File: config.mk
export PLATFORM = sky130hd
export DESIGN_NAME = dda_line_rasterizer_flat
export DESIGN_NICKNAME = d
export VERILOG_FILES = /design/src/rtl/dda_pkg.sv /design/src/rtl/dda_in_if.sv /design/src/rtl/dda_out_if.sv /design/src/rtl/dda_ctrl.sv /design/src/rtl/dda_dp.sv /design/src/rtl/dda_line_rasterizer.sv /design/src/flat_wrapper.sv
export SDC_FILE = /design/constraint.sdc
export NUM_CORES = 1
export LEC_CHECK = 0
export BUFFER_PORTS_ARGS = -buffer_cell sky130_fd_sc_hd__buf_2
export CAP_MARGIN = 20
export CORE_UTILIZATION = 55
export CTS_CLUSTER_DIAMETER = 120
export DETAILED_ROUTE_END_ITERATION = 16
export PLACE_DENSITY = 0.83
export SLEW_MARGIN = 40
export SYNTH_ARGS = -nofsm -noshare
export SYNTH_HDL_FRONTEND = slang
export SYNTH_SLANG_ARGS = --single-unit
File: constraint.sdc
create_clock -name clk -period 6.7 [get_ports clk]
set_input_delay 0.335 -clock clk [delete_from_list [all_inputs] [get_ports clk]]
set_output_delay 0.335 -clock clk [all_outputs]
set_load 0.01 [all_outputs]
File: src/rtl/dda_pkg.sv
`timescale 1ns / 1ps
// ----------------------------------------------------------------------------
// dda_pkg
// Shared types for the DDA line rasterizer: controller states, function codes
// and the command and status groups between controller and datapath.
// ----------------------------------------------------------------------------
package dda_pkg;

  localparam logic FUNC_LOAD = 1'b0;
  localparam logic FUNC_STEP = 1'b1;

  typedef enum logic [0:0] {
    S_IDLE,
    S_DIV
  } state_t;

  typedef struct packed {
    logic load;
    logic step;
    logic div_iter;
  } cmd_t;

  typedef struct packed {
    logic out_valid;
    logic busy;
    logic steps_zero;
    logic div_last;
  } status_t;

endpackage

File: src/rtl/dda_in_if.sv
`timescale 1ns / 1ps
// ----------------------------------------------------------------------------
// dda_in_if
// Input channel of the DDA line rasterizer: load or step items.
// ----------------------------------------------------------------------------
interface dda_in_if #(
  parameter int COORD_BITS = 10
);
  logic                  valid;
  logic                  ready;
  logic                  func;
  logic [COORD_BITS-1:0] x_start;
  logic [COORD_BITS-1:0] y_start;
  logic [COORD_BITS-1:0] x_end;
  logic [COORD_BITS-1:0] y_end;

  modport source (output valid, func, x_start, y_start, x_end, y_end, input ready);
  modport sink (input valid, func, x_start, y_start, x_end, y_end, output ready);
endinterface

File: src/rtl/dda_out_if.sv
`timescale 1ns / 1ps
// ----------------------------------------------------------------------------
// dda_out_if
// Output channel of the DDA line rasterizer: one pixel per item.
// ----------------------------------------------------------------------------
interface dda_out_if #(
  parameter int COORD_BITS = 10
);
  logic                  valid;
  logic                  ready;
  logic [COORD_BITS-1:0] pixel_x;
  logic [COORD_BITS-1:0] pixel_y;
  logic                  is_first;
  logic                  is_last;

  modport source (output valid, pixel_x, pixel_y, is_first, is_last, input ready);
  modport sink (input valid, pixel_x, pixel_y, is_first, is_last, output ready);
endinterface

File: src/rtl/dda_ctrl.sv
`timescale 1ns / 1ps
// ----------------------------------------------------------------------------
// dda_ctrl
// Controller: input handshake, load/step decode and sequencing of the
// bit-serial increment division.
// ----------------------------------------------------------------------------
module dda_ctrl
  import dda_pkg::*;
(
  input  logic    clk,
  input  logic    rst,
  input  logic    in_valid,
  input  logic    in_func,
  input  logic    out_ready,
  output logic    in_ready,
  output cmd_t    cmd,
  input  status_t status
);

  state_t state;
  state_t state_next;
  logic   accept;

  always_ff @(posedge clk) begin
    if (rst) begin
      state <= S_IDLE;
    end else begin
      state <= state_next;
    end
  end

  always_comb begin
    state_next   = state;
    in_ready     = 1'b0;
    accept       = 1'b0;
    cmd          = '0;
    case (state)
      S_IDLE: begin
        in_ready = !status.out_valid || out_ready;
        accept   = in_valid && in_ready;
        cmd.load = accept && (in_func == FUNC_LOAD);
        cmd.step = accept && (in_func == FUNC_STEP) && status.busy;
        if (cmd.load && !status.steps_zero) begin
          state_next = S_DIV;
        end
      end
      S_DIV: begin
        cmd.div_iter = 1'b1;
        if (status.div_last) begin
          state_next = S_IDLE;
        end
      end
      default: begin
        state_next = S_IDLE;
      end
    endcase
  end

endmodule

File: src/rtl/dda_dp.sv
`timescale 1ns / 1ps
// ----------------------------------------------------------------------------
// dda_dp
// Datapath: step count, two restoring dividers sharing one divisor and
// counter, fixed-point position accumulators and the output register.
// ----------------------------------------------------------------------------
module dda_dp
  import dda_pkg::*;
#(
  parameter int COORD_BITS = 10,
  parameter int FRAC_BITS  = 16
) (
  input  logic                  clk,
  input  logic                  rst,
  input  cmd_t                  cmd,
  output status_t               status,
  input  logic [COORD_BITS-1:0] x_start,
  input  logic [COORD_BITS-1:0] y_start,
  input  logic [COORD_BITS-1:0] x_end,
  input  logic [COORD_BITS-1:0] y_end,
  input  logic                  out_ready,
  output logic                  out_valid,
  output logic [COORD_BITS-1:0] pixel_x,
  output logic [COORD_BITS-1:0] pixel_y,
  output logic                  is_first,
  output logic                  is_last
);

  localparam int C     = COORD_BITS;
  localparam int F     = FRAC_BITS;
  localparam int W     = C + F;
  localparam int PW    = C + F + 1;
  localparam int CNT_W = $clog2(W);

  logic [C:0]       dx, dy;
  logic [C-1:0]     adx, ady, steps_in;
  logic [PW-1:0]    pos_x, pos_y;
  logic [PW-1:0]    pos_x_next, pos_y_next;
  logic [PW-1:0]    mag_x, mag_y;
  logic [C-1:0]     end_x, end_y;
  logic             neg_x, neg_y;
  logic [W-1:0]     qx, qy;
  logic [C-1:0]     rem_x, rem_y;
  logic [C:0]       trial_x, trial_y, diff_x, diff_y;
  logic             ge_x, ge_y;
  logic [C-1:0]     divisor;
  logic [CNT_W-1:0] cnt;
  logic [C-1:0]     steps_left, steps_dec;
  logic             busy;
  logic [C-1:0]     trunc_x, trunc_y;

  // step count from the load item
  assign dx       = {1'b0, x_end} - {1'b0, x_start};
  assign dy       = {1'b0, y_end} - {1'b0, y_start};
  assign adx      = dx[C] ? C'(-dx) : dx[C-1:0];
  assign ady      = dy[C] ? C'(-dy) : dy[C-1:0];
  assign steps_in = (adx > ady) ? adx : ady;

  // one quotient bit per cycle for each axis
  assign trial_x = {rem_x, qx[W-1]};
  assign trial_y = {rem_y, qy[W-1]};
  assign ge_x    = trial_x >= {1'b0, divisor};
  assign ge_y    = trial_y >= {1'b0, divisor};
  assign diff_x  = trial_x - {1'b0, divisor};
  assign diff_y  = trial_y - {1'b0, divisor};

  // quotient magnitude is at most one, so it fits F+1 bits
  assign mag_x      = {{(PW-F-1){1'b0}}, qx[F:0]};
  assign mag_y      = {{(PW-F-1){1'b0}}, qy[F:0]};
  assign pos_x_next = neg_x ? pos_x - mag_x : pos_x + mag_x;
  assign pos_y_next = neg_y ? pos_y - mag_y : pos_y + mag_y;
  assign trunc_x    = pos_x_next[PW-1] ? '0 : pos_x_next[W-1:F];
  assign trunc_y    = pos_y_next[PW-1] ? '0 : pos_y_next[W-1:F];
  assign steps_dec  = steps_left - 1'b1;

  assign status.out_valid  = out_valid;
  assign status.busy       = busy;
  assign status.steps_zero = (steps_in == '0);
  assign status.div_last   = (cnt == CNT_W'(W - 1));

  always_ff @(posedge clk) begin
    if (rst) begin
      busy       <= 1'b0;
      out_valid  <= 1'b0;
      steps_left <= '0;
    end else begin
      if (cmd.load || cmd.step) begin
        out_valid <= 1'b1;
      end else if (out_ready) begin
        out_valid <= 1'b0;
      end
      if (cmd.load) begin
        busy       <= (steps_in != '0);
        steps_left <= steps_in;
      end else if (cmd.step) begin
        steps_left <= steps_dec;
        if (steps_dec == '0) begin
          busy <= 1'b0;
        end
      end
    end
  end

  always_ff @(posedge clk) begin
    if (cmd.load) begin
      pos_x    <= {1'b0, x_start, {F{1'b0}}};
      pos_y    <= {1'b0, y_start, {F{1'b0}}};
      end_x    <= x_end;
      end_y    <= y_end;
      neg_x    <= dx[C];
      neg_y    <= dy[C];
      qx       <= {adx, {F{1'b0}}};
      qy       <= {ady, {F{1'b0}}};
      rem_x    <= '0;
      rem_y    <= '0;
      divisor  <= steps_in;
      cnt      <= '0;
      pixel_x  <= x_start;
      pixel_y  <= y_start;
      is_first <= 1'b1;
      is_last  <= (steps_in == '0);
    end else if (cmd.div_iter) begin
      qx    <= {qx[W-2:0], ge_x};
      qy    <= {qy[W-2:0], ge_y};
      rem_x <= ge_x ? diff_x[C-1:0] : trial_x[C-1:0];
      rem_y <= ge_y ? diff_y[C-1:0] : trial_y[C-1:0];
      cnt   <= cnt + 1'b1;
    end else if (cmd.step) begin
      is_first <= 1'b0;
      if (steps_dec == '0) begin
        pos_x   <= {1'b0, end_x, {F{1'b0}}};
        pos_y   <= {1'b0, end_y, {F{1'b0}}};
        pixel_x <= end_x;
        pixel_y <= end_y;
        is_last <= 1'b1;
      end else begin
        pos_x   <= pos_x_next;
        pos_y   <= pos_y_next;
        pixel_x <= trunc_x;
        pixel_y <= trunc_y;
        is_last <= 1'b0;
      end
    end
  end

endmodule

File: src/rtl/dda_line_rasterizer.sv
`timescale 1ns / 1ps
// Every item that gives a pixel shows it in the cycle after it is accepted.
// Step items: one per cycle while the output is drained.
// Load items: after a load with distinct endpoints the input stalls while the
//   bit-serial increment dividers run (one quotient bit a cycle).
// Reset: synchronous, active high; clears the controller, line-busy flag and output valid.
// ----------------------------------------------------------------------------
// dda_line_rasterizer
// DDA line generator top level: controller plus datapath on two channels.
// ----------------------------------------------------------------------------
module dda_line_rasterizer
  import dda_pkg::*;
#(
  parameter int COORD_BITS = 10,
  parameter int FRAC_BITS  = 16
) (
  input logic       clk,
  input logic       rst,
  dda_in_if.sink    in_ch,
  dda_out_if.source out_ch
);

  cmd_t    cmd;
  status_t status;

  dda_ctrl u_ctrl (
    .clk       (clk),
    .rst       (rst),
    .in_valid  (in_ch.valid),
    .in_func   (in_ch.func),
    .out_ready (out_ch.ready),
    .in_ready  (in_ch.ready),
    .cmd       (cmd),
    .status    (status)
  );

  dda_dp #(
    .COORD_BITS (COORD_BITS),
    .FRAC_BITS  (FRAC_BITS)
  ) u_dp (
    .clk       (clk),
    .rst       (rst),
    .cmd       (cmd),
    .status    (status),
    .x_start   (in_ch.x_start),
    .y_start   (in_ch.y_start),
    .x_end     (in_ch.x_end),
    .y_end     (in_ch.y_end),
    .out_ready (out_ch.ready),
    .out_valid (out_ch.valid),
    .pixel_x   (out_ch.pixel_x),
    .pixel_y   (out_ch.pixel_y),
    .is_first  (out_ch.is_first),
    .is_last   (out_ch.is_last)
  );

endmodule

File: src/flat_wrapper.sv
// flat-port wrapper written by rule: the top's interface ports become plain ports
module dda_line_rasterizer_flat import dda_pkg::*;
#(
  parameter int COORD_BITS = 10,
  parameter int FRAC_BITS  = 16
)
  (clk, rst, in_ch_valid, in_ch_func, in_ch_x_start, in_ch_y_start, in_ch_x_end, in_ch_y_end, in_ch_ready, out_ch_valid, out_ch_pixel_x, out_ch_pixel_y, out_ch_is_first, out_ch_is_last, out_ch_ready);
  dda_in_if #(.COORD_BITS(COORD_BITS)) in_ch_i ();
  dda_out_if #(.COORD_BITS(COORD_BITS)) out_ch_i ();
  input logic clk;
  input logic rst;
  input wire logic [$bits(in_ch_i.valid)-1:0] in_ch_valid;
  input wire logic [$bits(in_ch_i.func)-1:0] in_ch_func;
  input wire logic [$bits(in_ch_i.x_start)-1:0] in_ch_x_start;
  input wire logic [$bits(in_ch_i.y_start)-1:0] in_ch_y_start;
  input wire logic [$bits(in_ch_i.x_end)-1:0] in_ch_x_end;
  input wire logic [$bits(in_ch_i.y_end)-1:0] in_ch_y_end;
  output wire logic [$bits(in_ch_i.ready)-1:0] in_ch_ready;
  output wire logic [$bits(out_ch_i.valid)-1:0] out_ch_valid;
  output wire logic [$bits(out_ch_i.pixel_x)-1:0] out_ch_pixel_x;
  output wire logic [$bits(out_ch_i.pixel_y)-1:0] out_ch_pixel_y;
  output wire logic [$bits(out_ch_i.is_first)-1:0] out_ch_is_first;
  output wire logic [$bits(out_ch_i.is_last)-1:0] out_ch_is_last;
  input wire logic [$bits(out_ch_i.ready)-1:0] out_ch_ready;
  assign in_ch_i.valid = in_ch_valid;
  assign in_ch_i.func = in_ch_func;
  assign in_ch_i.x_start = in_ch_x_start;
  assign in_ch_i.y_start = in_ch_y_start;
  assign in_ch_i.x_end = in_ch_x_end;
  assign in_ch_i.y_end = in_ch_y_end;
  assign in_ch_ready = in_ch_i.ready;
  assign out_ch_valid = out_ch_i.valid;
  assign out_ch_pixel_x = out_ch_i.pixel_x;
  assign out_ch_pixel_y = out_ch_i.pixel_y;
  assign out_ch_is_first = out_ch_i.is_first;
  assign out_ch_is_last = out_ch_i.is_last;
  assign out_ch_i.ready = out_ch_ready;
  dda_line_rasterizer #(.COORD_BITS(COORD_BITS), .FRAC_BITS(FRAC_BITS)) u_core (.clk(clk), .rst(rst), .in_ch(in_ch_i), .out_ch(out_ch_i));
endmodule
==> impl_metrics.ini, run 1 <==
[status]
status = finished clean

[timing]
min_period_ps = 5310
setup_tns_ps = 0
relSlewSlack_pct = 42.6
max_freq_mhz = 188
hold_viol_final = 0
rsz0062_at_grt = false
fin_crit_sh_pct = 79.3
drv_slew = 0
finClkSkew_ps = 9.93
setup_viol_count_final = 0
setup_ws_ps = 1390
tightest_slew_ps = 858

[cts]
cts_sinks = 198
path_clk_slew_ps = 70
htreeDepth = 4
cts_tree = yes
cts_setup_buffers = 0
cts_root_buf = clkbuf_16
cts_max_path_buffers = 2
cts_buffers = 17
clkLatencyLatePin_ps = 440
postCtsHoldBufs = 0
cts_resized = 0

[placement]
hpwl_mm = 23.9
numPortBuffers = 68
dp_worst_setup_slack_ps = 793
globalplace.congestion = 0.960

[power_and_ir_drop]
irDropWorstVdd_mv = 0.265
p_int_w = 0.00393
comb_power_share_pct = 61.4
finalPower_w = 0.00703
seqPwrFrac_pct = 24.3
powerDensity_nw_per_um2 = 476
switching_share_pct = 44.1
p_switching_w = 0.00310
total_leakage_power_nw = 6.12
clkPwrFrac_pct = 14.3

[yosys]
ys_top_cells_by_count = o21ai_0 (146), nand2_1 (141), ha_1 (110), nor2_1 (109), a21oi_1 (106)
syn_area_per_cell_um2 = 8.90
synth_seq_cells = 198
synth_edf_count = 93
syn_nets = 1682
async_flop_share_pct = 0
syn_inst = 1521
synth_ff_type = dfxtp_1
ys_seq_area_share_pct = 36.2
yosysTopAreaCell = edfxtp_1
synth_most_common_cell = o21ai_0
yosys_warnings = 0
synth.cell_area_um2 = 13500
yosysUniqueCellTypes = 82
synth_area_leaders = edfxtp_1 (21%), dfxtp_1 (16%), ha_1 (10%), xnor2_1 (5.4%), o21ai_0 (5.4%)
synth_top_area_share_pct = 20.6

[route]
drtIter0Drc = 824
wl_mm = 32.7
drc = 0
post_drt_wl_per_cell_um = 17.2
firstDrtPassIters = 6
vias = 11498
via_per_inst = 6.04
drtAntennaViolNets = 0

[global_route]
antenna_found_initial = 1
grt_pass1_wl_mm = 53.2
gr-usage-met2_pct = 43.5
gr-usage-met1_pct = 33.5
grt_max_degree = 79
gr-total-overflow = 0
grtUsageMet3_pct = 3.76
top_usage_layer = met2
grt_pass1_vias = 10829
grt_use_total_pct = 25.8

[critical_path]
critical_path.max_fanout = 12
cp-end-kind = flop
critPathArrivalTime_ps = 5640
r2r_slack_ps = 1610
reg2reg_depth = 18
r2r_end = u_core.u_dp.pixel_x[4]
crit_type = in -> reg
cp.required_ps = 7030
critPathLaunchType = primary input
reg2reg_from = u_core.u_dp.qx[2]

[layout]
drive_gt1_share_pct = 9.25
final_util_pct = 60.9
nets = 1727
n_fill_cell = 2018
area_growth_pct = 9.08

[floorplanning]
fp.dieArea_um2 = 25200
die_y_um = 159
io_pins = 69
die_w_um = 159
coreArea_um2 = 24200
fp-row-count = 57
initial_core_util_pct = 55.8

[run]
cap_violations = 0

[min_path]
hold_depth = 1
min_from = in_ch_y_end[0]
hold_class = in -> reg
hold_end = u_core.u_dp.end_y[0]
[metrics by stage]
stage / hold slack, ps / std cells / instance area [um2]
2_1_floorplan: 404 / 1521 / 13500
3_3_place_gp: 428 / 1868 / 14100
3_5_place_dp: 433 / 1870 / 14200
4_1_cts: 68.0 / 1902 / 14700
5_1_grt: 67.3 / 1904 / 14800
6_report: 80.4 / 1904 / 14800
[worst max-delay path, cell delays in order]
cell and delay, ps:
buf_2 100, inv_1 50, ha_1 210, inv_1 70
fa_1 400, a21o_1 260, a2111oi_0 400, a211oi_1 160
or4_1 540, o31ai_2 210, xnor2_1 250, ha_1 320
nand4_1 150, a211oi_1 70, a2111oi_1 640, nor2_2 280
a211oi_1 340, nand4_1 140, a311oi_1 270, and4bb_1 240
nand2b_4 140, a21oi_2 60
[cell families after synthesis]
kind of cell    share of synthesized area [%]
compound gates                           24.0
xor+xnor                                 7.70
fa+ha+maj                                11.1
buf+inv                                  4.26
flops                                    36.2
mux                                      2.41
simple gates                             14.4
[cell type report]
| cell class | instances | area (um2) | share of cell area (%) |
|---|---|---|---|
| multi-input combinational | 1173 | 8090 | 54.8 |
| sequential | 198 | 4900 | 33.2 |
| clock buffer | 18 | 439 | 2.97 |
| timing repair buffer | 79 | 438 | 2.97 |
| tap | 324 | 405 | 2.75 |
| inverter | 97 | 368 | 2.49 |
| clock inverter | 14 | 125 | 0.847 |
| antenna | 1 | 2.50 | 0.0169 |
[how the worst max path moves through the flow]
stage / from / to / slack [ps] / depth (start not counted)
after global routing: in_ch_x_end[0] / u_core.u_dp.busy / 940 / 23
after global placement: in_ch_y_end[0] / u_core.u_ctrl.state / 930 / 22
final: in_ch_y_end[0] / u_core.u_ctrl.state / 1390 / 22
after CTS: in_ch_y_end[0] / u_core.u_ctrl.state / 1250 / 22
after detailed placement: in_ch_y_end[0] / u_core.u_ctrl.state / 790 / 22
after floorplan: in_ch_y_end[0] / u_core.u_dp.is_last / 1620 / 22
[metal layers]
layer | vias up | wire, um
met3 | 64 | 1720
met2 | 345 | 15700
met1 | 5454 | 14400
met4 | 0 | 817
li1 | 5635 | -
met5 | - | 0
[cell usage in the layout, fill, tap and decap left out, types with 17 or more instances in the layout]
master     instances
nand2_1          141
xor2_1            35
a21o_1            51
xnor2_1           84
a211oi_1          21
clkbuf_16         17
o21ai_0          146
buf_2             68
nor3_1            29
a21oi_1          105
a22o_1            39
mux2i_1           27
dfxtp_1          104
ha_1             110
nand2b_1          23
inv_1             93
edfxtp_1          93
nor2_1           105
[power by group through the flow]
stage               Combinational (W)  Sequential, W  Clock [W]
floorplan                     0.00339        0.00170          0
global placement              0.00410        0.00172          0
detailed placement            0.00422        0.00173          0
CTS                           0.00427        0.00170    0.00101
global route                  0.00480        0.00173    0.00106
finish                        0.00432        0.00171    0.00100
[sequential cells by signal, indices dropped and copies added (netlist names)]
register,flops
u_core.u_dp.cnt,5
u_core.u_dp.neg_x,1
u_core.u_dp.neg_y,1
u_core.u_dp.qx,26
u_core.u_dp.steps_left,10
u_core.u_dp.divisor,10
u_core.u_dp.rem_x,10
u_core.u_dp.out_valid,1
u_core.u_dp.busy,1
u_core.u_dp.pixel_y,10
u_core.u_dp.pixel_x,10
u_core.u_dp.rem_y,10
u_core.u_dp.qy,26
u_core.u_dp.is_last,1
u_core.u_dp.pos_x,27
u_core.u_ctrl.state,1
u_core.u_dp.end_x,10
u_core.u_dp.end_y,10
u_core.u_dp.is_first,1
u_core.u_dp.pos_y,27
Power figures use the tool's default switching activity.
==> run 2, diff against run 1 <==
- ABC_AREA: unset -> 1
- clock period: 6.7 -> 5 ns (I/O delays scaled with it)
==> impl_metrics.ini, run 2 <==
[cts]
cts_tree = yes
cts_resized = 0
cts_max_path_buffers = 2
path_clk_slew_ps = 80
clkLatencyLatePin_ps = 450
htreeDepth = 4
cts_sinks = 198
cts_buffers = 17
cts_root_buf = clkbuf_16

[placement]
numPortBuffers = 68
hpwl_mm = 28.6
globalplace.congestion = 0.986

[yosys]
ys_seq_area_share_pct = 33.4
async_flop_share_pct = 0
yosys_warnings = 0
synth_ff_type = dfxtp_1
synth.cell_area_um2 = 14700
ys_top_cells_by_count = nand2_1 (523), inv_1 (281), nor2_1 (124), a21oi_1 (115), nand3_1 (115)
synth_area_leaders = edfxtp_1 (19%), dfxtp_1 (14%), nand2_1 (13%), ha_1 (9.4%), inv_1 (7.2%)
yosysTopAreaCell = edfxtp_1
synth_most_common_cell = nand2_1
synth_seq_cells = 198
syn_inst = 2011
syn_area_per_cell_um2 = 7.29
synth_edf_count = 93
synth_top_area_share_pct = 19.0
yosysUniqueCellTypes = 62
syn_nets = 2172

[critical_path]
critical_path.max_fanout = 12
slowest_delay_ps = 530
crit_type = in -> reg
cp.required_ps = 5330
worst_path_max_delay_cell = dlygate4sd3_1
critPathArrivalTime_ps = 4850
cp-end-kind = flop
critPathLaunchType = primary input
cp_common_cell = nand2_1

[global_route]
grt_pass1_wl_mm = 60.2
grt_max_degree = 60
antenna_found_initial = 0
grt_pass1_vias = 12483
grt_use_total_pct = 28.0
gr-total-overflow = 0

[timing]
max_freq_mhz = 222
rsz0062_at_grt = false
tightest_slew_ps = 838
relSlewSlack_pct = 44.0
hold_viol_final = 0
drv_slew = 0
finClkSkew_ps = 14.5
min_period_ps = 4510
setup_viol_count_final = 0
fin_crit_sh_pct = 90.3
setup_tns_ps = 0

[route]
drtAntennaViolNets = 0
drtIter0Drc = 1259
wl_mm = 37.4
post_drt_wl_per_cell_um = 15.4
firstDrtPassIters = 5
via_per_inst = 5.59
vias = 13532
drc = 0

[layout]
nets = 2235
drive_gt1_share_pct = 10.6
final_common_cell = nand2_1
final_util_pct = 61.3
reg_top3 = u_core.u_dp.pos_x (27), u_core.u_dp.pos_y (27)
mostFrequentLayoutCells = nand2_1 (523), inv_1 (280), nor2_1 (123)
area_growth_pct = 9.16
n_antenna_cell = 0

[floorplanning]
io_pins = 69
die_w_um = 165
fp.dieArea_um2 = 27300
coreArea_um2 = 26100
fp-row-count = 59
initial_core_util_pct = 56.1
die_y_um = 165

[power_and_ir_drop]
irDropWorstVdd_mv = 0.307
powerDensity_nw_per_um2 = 605
total_leakage_power_nw = 7.86

[status]
status = finished clean

[min_path]
hold_class = in -> reg

[run]
cap_violations = 0
## run 2: changes by cell type in the layout (fill, tap and decap cells not counted), sizes merged, moves of 15 or more
cell	change
xor2	+21
nand2b	-24
inv	+208
a21o	-42
and2	-15
nand2	+399
nor2	+26
xnor2	-51
a22oi	+27
mux2i	-28
a211oi	-20
nor2b	-16
nand3	+107
a22o	-36
## run 2: stage by stage
step	instances	setup slack, ps	total power (W)	area [um2]	hold slack [ps]
floorplan	2011	1510	0.00686	14700	319
global placement	2376	793	0.00796	15300	441
detailed placement	2376	668	0.00813	15300	443
CTS	2422	611	0.00958	16000	0.819
global route	2422	136	0.0105	16000	12.2
finish	2422	486	0.00968	16000	6.01
## run 2: worst paths after layout
check                            start                     end  slack [ps]  depth (start not counted)
setup / recovery        in_ch_y_end[0]        u_core.u_dp.busy         490                         31
hold / removal          in_ch_y_end[4]    u_core.u_dp.end_y[4]           6                          1
setup reg to reg     u_core.u_dp.qx[0]  u_core.u_dp.pixel_x[6]         890                         19
hold reg to reg   u_core.u_dp.is_first    u_core.u_dp.is_first         460                          2
## run 2: logic make-up after synthesis
logic type,count (synthesis),synth area share (%)
buffers and inverters,347,9.32
adder cells (fa/ha/maj),116,10.2
XOR/XNOR,89,5.42
AND/OR/NAND/NOR,887,26.5
flip-flops,198,33.4
AO/OA/AOI/OAI,374,15.2
## run 2: repair_timing
item                                   CTS  global route
hold buffers                            14             0
setup buffers                            0             0
endpoints found under the hold margin   14             0
## run 2: worst max-delay path: cells and delay by family
kind	cells	cell delay, ps
buffers and inverters	8	1380
adder cells (fa/ha/maj)	4	1040
AND/OR/NAND/NOR	18	2080
AO/OA/AOI/OAI	1	70
## run 2: report_power, final
part,switching (W),internal [W],total (W)
Clock,0.000743,0.000683,0.00143
Combinational,0.00390,0.00211,0.00601
Sequential,0.000184,0.00206,0.00224
## run 2: layout make-up
type | count | area, um2
repair buffers | 91 | 548
inverters | 300 | 1130
multi-input cells | 1466 | 8410
well taps | 335 | 419
flip-flops and latches | 198 | 4900
clock buffers | 17 | 425
clock inverters | 15 | 175
fillers | 2305 | 10100
## run 2: layer usage
layer | vias up | share of wire [%] | track usage (%)
met5 | - | 0 | 0
met4 | 0 | 2.1 | 9.67
met3 | 58 | 6.2 | 3.62
met2 | 485 | 47 | 46.6
met1 | 6236 | 45 | 37.4
li1 | 6753 | - | -
